$ cat config.mk
export PLATFORM = sky130hd
export DESIGN_NAME = binary_packet_framer_crc16_core_flat
export DESIGN_NICKNAME = d
export VERILOG_FILES = /design/src/bpf_pkg.sv /design/src/bpf_if.sv /design/src/binary_packet_framer_crc16_core.sv /design/src/bpf_cfg_regs.sv /design/src/bpf_emit.sv /design/src/flat_wrapper.sv
export VERILOG_INCLUDE_DIRS = /design/src /design/src/src
export SDC_FILE = /design/constraint.sdc
export NUM_CORES = 1
export LEC_CHECK = 0
export BUFFER_PORTS_ARGS = -buffer_cell sky130_fd_sc_hd__buf_2
export CAP_MARGIN = 5
export CORE_ASPECT_RATIO = 1.2
export CORE_MARGIN = 1
export CORE_UTILIZATION = 35
export CTS_BUF_LIST = sky130_fd_sc_hd__clkbuf_16
export CTS_CLUSTER_DIAMETER = 150
export DETAILED_ROUTE_END_ITERATION = 16
export GPL_TIMING_DRIVEN = 0
export HOLD_SLACK_MARGIN = 0.1
export SYNTH_ARGS = -nofsm -noshare
export SYNTH_HDL_FRONTEND = slang
export SYNTH_HIERARCHICAL = 1
export SYNTH_SLANG_ARGS = --single-unit
$ cat constraint.sdc
create_clock -name clk -period 6.2 [get_ports clk]
set_input_delay 0.31 -clock clk [delete_from_list [all_inputs] [get_ports clk]]
set_output_delay 0.31 -clock clk [all_outputs]
set_load 0.005 [all_outputs]
$ cat src/assert_macros.svh
// Assertion macros for the RTL files; the framer top level includes them.
`ifndef ASSERT_MACROS_SVH
`define ASSERT_MACROS_SVH

// Same-cycle implication, checked on clk, quiet while rst_n is low.
`define BPF_ASSERT_SAME(lbl, ante, cons, msg) \
  lbl: assert property (@(posedge clk) disable iff (!rst_n) (ante) |-> (cons)) else $error(msg);

// Next-cycle implication, checked on clk, quiet while rst_n is low.
`define BPF_ASSERT_NEXT(lbl, ante, cons, msg) \
  lbl: assert property (@(posedge clk) disable iff (!rst_n) (ante) |=> (cons)) else $error(msg);

`endif

$ cat src/bpf_pkg.sv
// Types, constants and the CRC-16 step shared by the packet framer.
package bpf_pkg;

  localparam int unsigned BYTE_W  = 8;
  localparam int unsigned WORD_W  = 16;
  localparam int unsigned PHASE_W = 4;
  localparam int unsigned CFG_IDX_W = 3;

  // Register indexes on the configuration port
  localparam logic [CFG_IDX_W-1:0] REG_SYNC  = 3'd0;
  localparam logic [CFG_IDX_W-1:0] REG_GROUP = 3'd1;
  localparam logic [CFG_IDX_W-1:0] REG_FLD_A = 3'd2;
  localparam logic [CFG_IDX_W-1:0] REG_FLD_B = 3'd3;
  localparam logic [CFG_IDX_W-1:0] REG_FLD_C = 3'd4;
  localparam logic [CFG_IDX_W-1:0] REG_FLD_D = 3'd5;

  // Reset values of the registers
  localparam logic [BYTE_W-1:0] RST_SYNC  = 8'hFA;
  localparam logic [BYTE_W-1:0] RST_GROUP = 8'h39;
  localparam logic [WORD_W-1:0] RST_FLD_A = 16'h01E9;
  localparam logic [WORD_W-1:0] RST_FLD_B = 16'h061A;
  localparam logic [WORD_W-1:0] RST_FLD_C = 16'h0140;
  localparam logic [WORD_W-1:0] RST_FLD_D = 16'h0009;

  // Byte positions within one packet
  localparam logic [PHASE_W-1:0] PH_SYNC  = 4'd0;
  localparam logic [PHASE_W-1:0] PH_GROUP = 4'd1;
  localparam logic [PHASE_W-1:0] PH_FAH   = 4'd2;
  localparam logic [PHASE_W-1:0] PH_FAL   = 4'd3;
  localparam logic [PHASE_W-1:0] PH_FBH   = 4'd4;
  localparam logic [PHASE_W-1:0] PH_FBL   = 4'd5;
  localparam logic [PHASE_W-1:0] PH_FCH   = 4'd6;
  localparam logic [PHASE_W-1:0] PH_FCL   = 4'd7;
  localparam logic [PHASE_W-1:0] PH_FDH   = 4'd8;
  localparam logic [PHASE_W-1:0] PH_FDL   = 4'd9;
  localparam logic [PHASE_W-1:0] PH_PAY   = 4'd10;
  localparam logic [PHASE_W-1:0] PH_CRCH  = 4'd11;
  localparam logic [PHASE_W-1:0] PH_CRCL  = 4'd12;

  typedef struct packed {
    logic [BYTE_W-1:0] sync_byte;
    logic [BYTE_W-1:0] group_byte;
    logic [WORD_W-1:0] group_field_a;
    logic [WORD_W-1:0] group_field_b;
    logic [WORD_W-1:0] group_field_c;
    logic [WORD_W-1:0] group_field_d;
  } bpf_cfg_t;

  typedef struct packed {
    logic               job_v;
    logic               emit;
    logic               in_frame;
    logic               crc_zero;
    logic [PHASE_W-1:0] phase;
  } bpf_status_t;

  // Byte-wise CCITT update, zero-init form
  function automatic logic [WORD_W-1:0] crc16_step(input logic [WORD_W-1:0] crc,
                                                   input logic [BYTE_W-1:0] b);
    logic [WORD_W-1:0] c;
    c = {crc[7:0], crc[15:8]};
    c = c ^ {8'h00, b};
    c = c ^ {12'h000, c[7:4]};
    c = c ^ {c[3:0], 12'h000};
    c = c ^ {3'b000, c[7:0], 5'b00000};
    return c;
  endfunction

endpackage

$ cat src/bpf_if.sv
// Handshake channel interfaces: payload input, packet output, register writes.
interface bpf_in_if;
  logic                      valid;
  logic                      ready;
  logic [bpf_pkg::BYTE_W-1:0] payload_byte;
  logic                      last_byte;
  modport source (output valid, output payload_byte, output last_byte, input ready);
  modport sink   (input valid, input payload_byte, input last_byte, output ready);
endinterface

interface bpf_out_if;
  logic                      valid;
  logic                      ready;
  logic [bpf_pkg::BYTE_W-1:0] out_byte;
  logic                      run_end;
  logic                      frame_end;
  modport source (output valid, output out_byte, output run_end, output frame_end,
                  input ready);
  modport sink   (input valid, input out_byte, input run_end, input frame_end,
                  output ready);
endinterface

interface bpf_cfg_if;
  logic                         valid;
  logic                         ready;
  logic [bpf_pkg::CFG_IDX_W-1:0] index;
  logic [bpf_pkg::WORD_W-1:0]    data;
  modport source (output valid, output index, output data, input ready);
  modport sink   (input valid, input index, input data, output ready);
endinterface

$ cat src/binary_packet_framer_crc16_core.sv
// Top level of the binary packet framer with CRC-16 trailer.
//
// Channels: in_ch takes one payload byte per request with a last-byte flag;
// out_ch delivers packet bytes with run_end (last byte caused by a request)
// and frame_end (low CRC byte); cfg_ch writes the six header registers,
// index 0 sync, 1 group, 2..5 group fields, and is always ready.
// The first request of a frame yields 10 header bytes, then the payload byte;
// a request flagged last adds the CRC high and low bytes. Every request
// gives 1 to 13 bytes, one per cycle from the byte sequencer while out_ch
// does not stall. A taken request is held in the request register and each
// byte goes out through the output register. Mid-frame payload bytes run back
// to back: a request is taken in the same cycle the previous one sends its
// final byte. A frame start holds the input while its header goes out.
// Reset (rst_n low, synchronous) restores register defaults, closes any frame
// and clears the CRC. When out_ch.ready is low with a byte held, the output
// register keeps its byte and the sequencer stops; in_ch.ready stays low while
// a request is held, except in the cycle it sends its final byte.
`include "assert_macros.svh"

module binary_packet_framer_crc16_core (
  input  logic      clk,
  input  logic      rst_n,
  bpf_in_if.sink    in_ch,
  bpf_out_if.source out_ch,
  bpf_cfg_if.sink   cfg_ch
);
  import bpf_pkg::*;

  bpf_cfg_t    regs;
  bpf_status_t st;

  bpf_cfg_regs u_cfg (
    .clk   (clk),
    .rst_n (rst_n),
    .cfg   (cfg_ch),
    .regs  (regs)
  );

  bpf_emit u_emit (
    .clk    (clk),
    .rst_n  (rst_n),
    .regs   (regs),
    .in_ch  (in_ch),
    .out_ch (out_ch),
    .status (st)
  );

  `BPF_ASSERT_SAME(a_hdr_only_closed, st.emit && st.phase == PH_SYNC, !st.in_frame, "header sent inside an open frame")
  `BPF_ASSERT_NEXT(a_crc_close, st.emit && st.phase == PH_CRCL, !st.in_frame && st.crc_zero, "frame not closed after CRC")
  `BPF_ASSERT_SAME(a_phase_range, st.job_v, st.phase <= PH_CRCL, "sequencer phase out of range")
  `BPF_ASSERT_NEXT(a_busy_no_take, st.job_v && !st.emit, st.job_v, "request lost while stalled")

endmodule

$ cat src/bpf_cfg_regs.sv
// Header configuration registers behind the write port.
module bpf_cfg_regs (
  input  logic              clk,
  input  logic              rst_n,
  bpf_cfg_if.sink           cfg,
  output bpf_pkg::bpf_cfg_t regs
);
  import bpf_pkg::*;

  bpf_cfg_t regs_r;
  logic     wr;

  assign cfg.ready = 1'b1;
  assign wr        = cfg.valid;
  assign regs      = regs_r;

  always_ff @(posedge clk) begin
    if (!rst_n) begin
      regs_r.sync_byte     <= RST_SYNC;
      regs_r.group_byte    <= RST_GROUP;
      regs_r.group_field_a <= RST_FLD_A;
      regs_r.group_field_b <= RST_FLD_B;
      regs_r.group_field_c <= RST_FLD_C;
      regs_r.group_field_d <= RST_FLD_D;
    end else if (wr) begin
      unique case (cfg.index)
        REG_SYNC:  regs_r.sync_byte     <= cfg.data[BYTE_W-1:0];
        REG_GROUP: regs_r.group_byte    <= cfg.data[BYTE_W-1:0];
        REG_FLD_A: regs_r.group_field_a <= cfg.data;
        REG_FLD_B: regs_r.group_field_b <= cfg.data;
        REG_FLD_C: regs_r.group_field_c <= cfg.data;
        REG_FLD_D: regs_r.group_field_d <= cfg.data;
        default: ;  // unmapped index, write dropped
      endcase
    end
  end

endmodule

$ cat src/bpf_emit.sv
// Byte sequencer: holds one input request, walks its packet bytes, runs the CRC.
module bpf_emit (
  input  logic                 clk,
  input  logic                 rst_n,
  input  bpf_pkg::bpf_cfg_t    regs,
  bpf_in_if.sink               in_ch,
  bpf_out_if.source            out_ch,
  output bpf_pkg::bpf_status_t status
);
  import bpf_pkg::*;

  // request register
  logic               job_v_r, job_v_nxt;
  logic [BYTE_W-1:0]  pay_r;
  logic               last_r;
  logic [PHASE_W-1:0] phase_r, phase_nxt;
  // frame state
  logic               in_frame_r, in_frame_nxt;
  logic [WORD_W-1:0]  crc_r, crc_nxt;
  // output register
  logic               out_v_r, out_v_nxt;
  logic [BYTE_W-1:0]  byte_r;
  logic               run_end_r, frame_end_r;

  logic [PHASE_W-1:0] ph;
  logic               emit, done, take;
  logic [BYTE_W-1:0]  cur_byte;
  logic               cur_run_end, cur_frame_end;

  // a fresh request skips the header when a frame is already open
  assign ph   = (phase_r == PH_SYNC && in_frame_r) ? PH_PAY : phase_r;
  assign emit = job_v_r && (!out_v_r || out_ch.ready);
  assign done = (ph == PH_PAY && !last_r) || ph == PH_CRCL;
  assign in_ch.ready = !job_v_r || (emit && done);
  assign take = in_ch.valid && in_ch.ready;

  always_comb begin
    cur_byte      = '0;
    cur_run_end   = 1'b0;
    cur_frame_end = 1'b0;
    phase_nxt     = ph + 1'b1;
    crc_nxt       = crc16_step(crc_r, cur_byte);
    unique case (ph)
      PH_SYNC:  cur_byte = regs.sync_byte;
      PH_GROUP: cur_byte = regs.group_byte;
      PH_FAH:   cur_byte = regs.group_field_a[15:8];
      PH_FAL:   cur_byte = regs.group_field_a[7:0];
      PH_FBH:   cur_byte = regs.group_field_b[15:8];
      PH_FBL:   cur_byte = regs.group_field_b[7:0];
      PH_FCH:   cur_byte = regs.group_field_c[15:8];
      PH_FCL:   cur_byte = regs.group_field_c[7:0];
      PH_FDH:   cur_byte = regs.group_field_d[15:8];
      PH_FDL:   cur_byte = regs.group_field_d[7:0];
      PH_PAY: begin
        cur_byte    = pay_r;
        cur_run_end = !last_r;
      end
      PH_CRCH:  cur_byte = crc_r[15:8];
      PH_CRCL: begin
        cur_byte      = crc_r[7:0];
        cur_run_end   = 1'b1;
        cur_frame_end = 1'b1;
      end
      default: ;
    endcase
    unique case (ph)
      PH_SYNC: crc_nxt = '0;  // sync byte is outside the CRC
      PH_CRCH: crc_nxt = crc_r;
      PH_CRCL: crc_nxt = '0;
      default: crc_nxt = crc16_step(crc_r, cur_byte);
    endcase
  end

  always_comb begin
    job_v_nxt    = job_v_r;
    in_frame_nxt = in_frame_r;
    if (emit) begin
      if (ph == PH_SYNC) begin
        in_frame_nxt = 1'b1;
      end else if (ph == PH_CRCL) begin
        in_frame_nxt = 1'b0;
      end
      if (done) begin
        job_v_nxt = 1'b0;
      end
    end
    if (take) begin
      job_v_nxt = 1'b1;
    end
    out_v_nxt = emit ? 1'b1 : (out_ch.ready ? 1'b0 : out_v_r);
  end

  always_ff @(posedge clk) begin
    if (!rst_n) begin
      job_v_r    <= 1'b0;
      phase_r    <= PH_SYNC;
      in_frame_r <= 1'b0;
      crc_r      <= '0;
      out_v_r    <= 1'b0;
    end else begin
      job_v_r    <= job_v_nxt;
      in_frame_r <= in_frame_nxt;
      out_v_r    <= out_v_nxt;
      if (take) begin
        phase_r <= PH_SYNC;
      end else if (emit) begin
        phase_r <= phase_nxt;
      end
      if (emit) begin
        crc_r <= crc_nxt;
      end
    end
  end

  always_ff @(posedge clk) begin
    if (take) begin
      pay_r  <= in_ch.payload_byte;
      last_r <= in_ch.last_byte;
    end
    if (emit) begin
      byte_r      <= cur_byte;
      run_end_r   <= cur_run_end;
      frame_end_r <= cur_frame_end;
    end
  end

  assign out_ch.valid     = out_v_r;
  assign out_ch.out_byte  = byte_r;
  assign out_ch.run_end   = run_end_r;
  assign out_ch.frame_end = frame_end_r;

  assign status.job_v    = job_v_r;
  assign status.emit     = emit;
  assign status.in_frame = in_frame_r;
  assign status.crc_zero = (crc_r == '0);
  assign status.phase    = ph;

endmodule

$ cat src/flat_wrapper.sv
// flat-port wrapper written by rule: the top's interface ports become plain ports
module binary_packet_framer_crc16_core_flat import bpf_pkg::*;
  (clk, rst_n, in_ch_valid, in_ch_payload_byte, in_ch_last_byte, in_ch_ready, out_ch_valid, out_ch_out_byte, out_ch_run_end, out_ch_frame_end, out_ch_ready, cfg_ch_valid, cfg_ch_index, cfg_ch_data, cfg_ch_ready);
  bpf_in_if in_ch_i ();
  bpf_out_if out_ch_i ();
  bpf_cfg_if cfg_ch_i ();
  input  logic clk;
  input  logic rst_n;
  input wire logic [$bits(in_ch_i.valid)-1:0] in_ch_valid;
  input wire logic [$bits(in_ch_i.payload_byte)-1:0] in_ch_payload_byte;
  input wire logic [$bits(in_ch_i.last_byte)-1:0] in_ch_last_byte;
  output wire logic [$bits(in_ch_i.ready)-1:0] in_ch_ready;
  output wire logic [$bits(out_ch_i.valid)-1:0] out_ch_valid;
  output wire logic [$bits(out_ch_i.out_byte)-1:0] out_ch_out_byte;
  output wire logic [$bits(out_ch_i.run_end)-1:0] out_ch_run_end;
  output wire logic [$bits(out_ch_i.frame_end)-1:0] out_ch_frame_end;
  input wire logic [$bits(out_ch_i.ready)-1:0] out_ch_ready;
  input wire logic [$bits(cfg_ch_i.valid)-1:0] cfg_ch_valid;
  input wire logic [$bits(cfg_ch_i.index)-1:0] cfg_ch_index;
  input wire logic [$bits(cfg_ch_i.data)-1:0] cfg_ch_data;
  output wire logic [$bits(cfg_ch_i.ready)-1:0] cfg_ch_ready;
  assign in_ch_i.valid = in_ch_valid;
  assign in_ch_i.payload_byte = in_ch_payload_byte;
  assign in_ch_i.last_byte = in_ch_last_byte;
  assign in_ch_ready = in_ch_i.ready;
  assign out_ch_valid = out_ch_i.valid;
  assign out_ch_out_byte = out_ch_i.out_byte;
  assign out_ch_run_end = out_ch_i.run_end;
  assign out_ch_frame_end = out_ch_i.frame_end;
  assign out_ch_i.ready = out_ch_ready;
  assign cfg_ch_i.valid = cfg_ch_valid;
  assign cfg_ch_i.index = cfg_ch_index;
  assign cfg_ch_i.data = cfg_ch_data;
  assign cfg_ch_ready = cfg_ch_i.ready;
  binary_packet_framer_crc16_core u_core (.clk(clk), .rst_n(rst_n), .in_ch(in_ch_i), .out_ch(out_ch_i), .cfg_ch(cfg_ch_i));
endmodule
==> results of run 1 <==
[state kept, by name (all words and copies together) (netlist names)]
| signal | cells |
|---|---|
| u_core/u_cfg/regs | 80 |
| u_core/u_emit/crc_r | 16 |
| u_core/u_emit/out_ch.out_byte | 8 |
| u_core/u_emit/pay_r | 8 |
| u_core/u_emit/phase_r | 4 |
| u_core/u_emit/in_frame_r | 1 |
| u_core/u_emit/job_v_r | 1 |
| u_core/u_emit/last_r | 1 |
| u_core/u_emit/out_ch.frame_end | 1 |
| u_core/u_emit/out_ch.run_end | 1 |
| u_core/u_emit/out_ch.valid | 1 |
[path summary, 6_finish.rpt]
| kind | endpoint | cells after the start |
|---|---|---|
| setup / recovery | u_core/u_emit/crc_r[13] | 10 |
| hold / removal | u_core/u_emit/job_v_r | 2 |
| setup reg to reg | u_core/u_emit/crc_r[13] | 10 |
| hold reg to reg | u_core/u_cfg/regs[17] | 2 |
[per-stage QoR]
stage	power (mW)	hold slack, ns	cells	setup WS, ns	util (%)
final	2.237	0.1169	961	2.859	42.57
after global placement	1.260	0.4450	920	2.835	38.68
after CTS	2.253	0.1004	961	2.851	42.57
after detailed placement	1.264	0.4531	920	2.852	38.68
after floorplan	1.156	0.4089	656	3.701	-
after global routing	2.329	0.1228	961	2.618	42.57
[metal layers]
layer	wire length (um)	part of all wire, %	GRT usage [%]
met1	8506	44	27.00
met5	0	0	0
met2	9327	48	36.49
met3	974	5.0	4.053
met4	496	2.6	8.554
[final cells by class]
cell class,count,share of cell area [%]
multi-input combinational,479,45.36
clock inverter,12,1.238
tap,220,3.680
timing repair buffer,53,4.148
clock buffer,20,6.690
inverter,12,0.6021
sequential,122,35.19
buffer,43,3.094
[timing repair]
item / 4_1_cts / 5_1_grt
buffers inserted: 0 / 0
endpoints found under the hold margin: 9 / 0
hold buffers: 9 / 0
resized for setup: 0 / 0
[cell usage in the layout, fill, tap and decap left out, types with 6 or more instances in the layout]
cell type	n
clkbuf_16	20
clkbuf_1	11
a211oi_1	7
nand3b_1	16
a21oi_1	15
buf_4	8
nor3_1	13
a21boi_0	10
edfxtp_1	19
nor2b_1	43
inv_1	14
dfxtp_1	103
or3_1	6
buf_2	64
mux2i_1	98
nor2_1	25
nand3_1	8
dlygate4sd3_1	9
nand2_1	95
o21ai_0	15
[power by group through the flow]
stage	Clock [mW]	Sequential (mW)	Combinational [mW]
floorplan	0	0.883	0.273
global placement	0	0.896	0.364
detailed placement	0	0.896	0.368
CTS	1.00	0.880	0.373
global route	1.04	0.884	0.406
finish	0.983	0.880	0.373
==> metrics.txt, run 1 <==
outcome=complete, no violations; Worst R2R Start=u_core/u_emit/phase_r[2]; # setup viols final=0; min cycle time layout=3.341 ns; GRT Total Usage=21.55%; synth warn=6; Critical Path AT=3.69 ns; WL/cell=20.09 um; Chip Width=124.5 um; initial antenna violation count=0; vias in the first global route=5020; Finished Cell Area=7481 sq um; hold_sp=in_ch_valid; Reg clk slew, reported paths=0.06 ns; Core ar.=17570 sq um; sequential power share=39.4%; Max-Cap Viols=0; Final Max Tran Viols=0; Top Ports=46; TritonCTS Buffers=17; Net Sw Frac=26.73%; CTS Sinks=122; routed vias=5259; largest net degree at the start of global routing=17; crit path from=u_core/u_emit/phase_r[2]; Critical path buffers and inverters=3; DIE AREA=18550 sq um; n_diodes=0; flop-to-flop setup slack=2.86 ns; vias per inst=5.472; Mapped Cells=656; Setup CP Type=reg -> reg; Starting Density=35.86%; Final ANT Viol Nets=0; syn_nets=689; Logic pwr share=16.7%; fraction of layout cells with a size suffix above 1=16.19%; CP startpoint kind=register; Critical Path Max Stage Delay=0.48 ns; CTS tree=yes; Synth-to-Final Area Change=18.70%; RSZ-0062 raised after global routing=no; Internal=1.639 mW; Final Skew=0.009212 ns; synthesized area=6302 sq um; # nets final=761; drt first pass iters=5; crit path max fanout=10; Worst setup EP type=register; Routed WL=19310 um; H-tree levels=4; Pleak=3.083 nW; setup TNS=0 ns; Rel. slew slack=30.21%; Max Fclk=0.2993 GHz; die height=149.0 um; port bufs=44; initial DRC count=344; placed cell areas=6798 sq um; Max clock buf depth=2; DRC Markers=0; total global routing overflow=0; PD cells=299.0 nW/um^2; Mean Syn Cell Area=9.607 sq um; Period Utilization, post-route=53.88%; crit path cell chain=buf_4 > buf_4 > clkbuf_1 > mux2i_1 > nor3_1 > a2111o_1 > nor3_1 > o211ai_1 > a21oi_1 > a2bb2oi_1; Rows=53; worst slew pin tran=1.043 ns; Hold Vio Cnt, Final=0; global-route wire length before repair=29710 um; post-DP HPWL=14390 um; CP top delay family=compound AO/OA/AOI/OAI gates; Worst Path Required=6.55 ns; Skew-Pair Late Insertion Delay=0.42 ns; Worst Hold Class=in -> reg; root buf cell=clkbuf_16; GPL Wtd Cong=0.9048; Net Sw Power=0.5980 mW; CP max-delay cell=dfxtp_1; maximum vdd drop=0.0001956 V; area of the multi-input gates=3393 sq um; # fillers=1744; clock power share=43.9%; Storage cell area=2633 sq um
(Power assumes the default switching activity.)
==> inputs of run 2 (changes only) <==
Settings changed: ABC_AREA set to 1.
Clock period 6.2 ns to 2.9 ns, I/O delays scaled along.
==> metrics.txt, run 2 <==
Mean Syn Cell Area=7.038 sq um; Max clock buf depth=2; H-tree levels=4; vias in the first global route=5717; Top Ports=46; Finished Cell Area=7610 sq um; crit path max fanout=16; port bufs=44; DRC Markers=4; global-route wire length before repair=31310 um; Worst Reg2Reg Path Length in Cells=8; Starting Density=35.95%; syn_nets=934; Max Fclk=0.3874 GHz; Worst Path Required=3.25 ns; GRT Total Usage=22.40%; Setup Buffers After CTS=0; most used cell, CP=nand2_1; maximum vdd drop=0.0004977 V; GPL Wtd Cong=0.9330; synth warn=6; die height=149.5 um; Critical Path AT=2.93 ns; Reg clk slew, reported paths=0.06 ns; Pleak=3.386 nW; vias per inst=5.035; CP top delay family=buffers and inverters; most common cell after layout, fill and taps aside=nand2_1; Final Skew=0.006525 ns; synthesized area=6341 sq um; Period Utilization, post-route=89.02%; Rel. slew slack=33.00%; n_diodes=0; post-cts sizing count=0; TritonCTS Buffers=17; root buf cell=clkbuf_16; Largest register FFs=80; drt first pass iters=11; Hold Vio Cnt, Final=0; Max-Cap Viols=0; initial antenna violation count=0; Worst Hold Class=in -> reg; Chip Width=124.9 um; Critical Path Max Stage Delay=0.56 ns; worst slew pin tran=1.001 ns; Post-CTS Hold Buffers=22; PD cells=607.4 nW/um^2; min cycle time layout=2.582 ns; routed vias=6138; Worst setup EP type=register; post-DP HPWL=15120 um; overall power=4.622 mW; total global routing overflow=0; most frequent cells in the layout=272 x nand2_1, 142 x nand3_1, 132 x nor2_1; Core ar.=17640 sq um; failing checks=DRC; # setup viols final=0; crit path cell chain=dlygate4sd3_1 > buf_2 > inv_1 > nand2_1 > nand2_1 > clkinv_1 > nand2_1 > nor3_2 > buf_2 > nand3_1 > a21oi_1; Mapped Cells=901; Critical path buffers and inverters=5; # nets final=1019; CTS tree=yes; largest net degree at the start of global routing=17; WL/cell=16.37 um; setup TNS=0 ns; Skew-Pair Late Insertion Delay=0.43 ns; RSZ-0062 raised after global routing=no; fraction of layout cells with a size suffix above 1=17.52%; Rows=53; Final ANT Viol Nets=0; Fin Hold WS=0.1459 ns; flop-to-flop setup slack=0.36 ns; Setup CP Type=in -> reg; CP max-delay cell=nor3_2; initial DRC count=470; CTS Sinks=122; outcome=finished, violations left; Stages on worst setup path=11; DIE AREA=18660 sq um; Synth-to-Final Area Change=20.01%; Final Max Tran Viols=0; CP startpoint kind=primary input; hold path depth=3; Routed WL=19950 um; placed cell areas=6837 sq um
## run 2: path summary, 6_finish.rpt
path / startpoint / endpoint
worst min register to register: u_core/u_cfg/regs[33] / u_core/u_cfg/regs[33]
worst max register to register: u_core/u_emit/phase_r[3] / u_core/u_emit/pay_r[6]
worst min-delay path: rst_n / u_core/u_emit/phase_r[3]
worst max-delay path: out_ch_ready / u_core/u_emit/crc_r[7]
## run 2: layer usage
metal / track usage, % / vias to the layer above / share of wire [%]
li1: - / 3089 / -
met1: 27.87 / 2776 / 43
met2: 38.15 / 233 / 48
met3: 4.040 / 40 / 5.7
met4: 9.695 / 0 / 3.0
met5: 0 / - / 0
## run 2: metrics by stage
stage                     instances  util (%)  setup WS [ns]
after global placement         1165     38.76         0.3701
after global routing           1219     43.14        0.08758
after detailed placement       1165     38.76         0.2822
final                          1219     43.14         0.3184
after floorplan                 901         -         0.9438
after CTS                      1219     43.14         0.2954
## run 2: worst reg2reg max path: stages, from the launching register on
cell and delay [ns]:
dfxtp_1 0.32, buf_6 0.16, inv_4 0.08, buf_2 0.20, a21oi_1 0.23, nand2_1 0.10, o21ai_1 0.17, a21oi_1 0.12
nor2_1 0.78
## run 2: layout make-up
class / instances / area [sq um]
tap: 220 / 275.3
clock buffer: 17 / 425.4
clock inverter: 15 / 127.6
inverter: 62 / 247.7
sequential: 122 / 2633
buffer: 35 / 211.5
timing repair buffer: 66 / 440.4
fill: 1853 / 10030
multi-input combinational: 682 / 3249
## run 2: power by group
part | leakage [nW] | internal (mW) | switching, mW
Sequential | 1.02 | 1.81 | 0.0560
Combinational | 2.10 | 0.258 | 0.501
Clock | 0.263 | 1.17 | 0.827
Total | 3.39 | 3.24 | 1.38
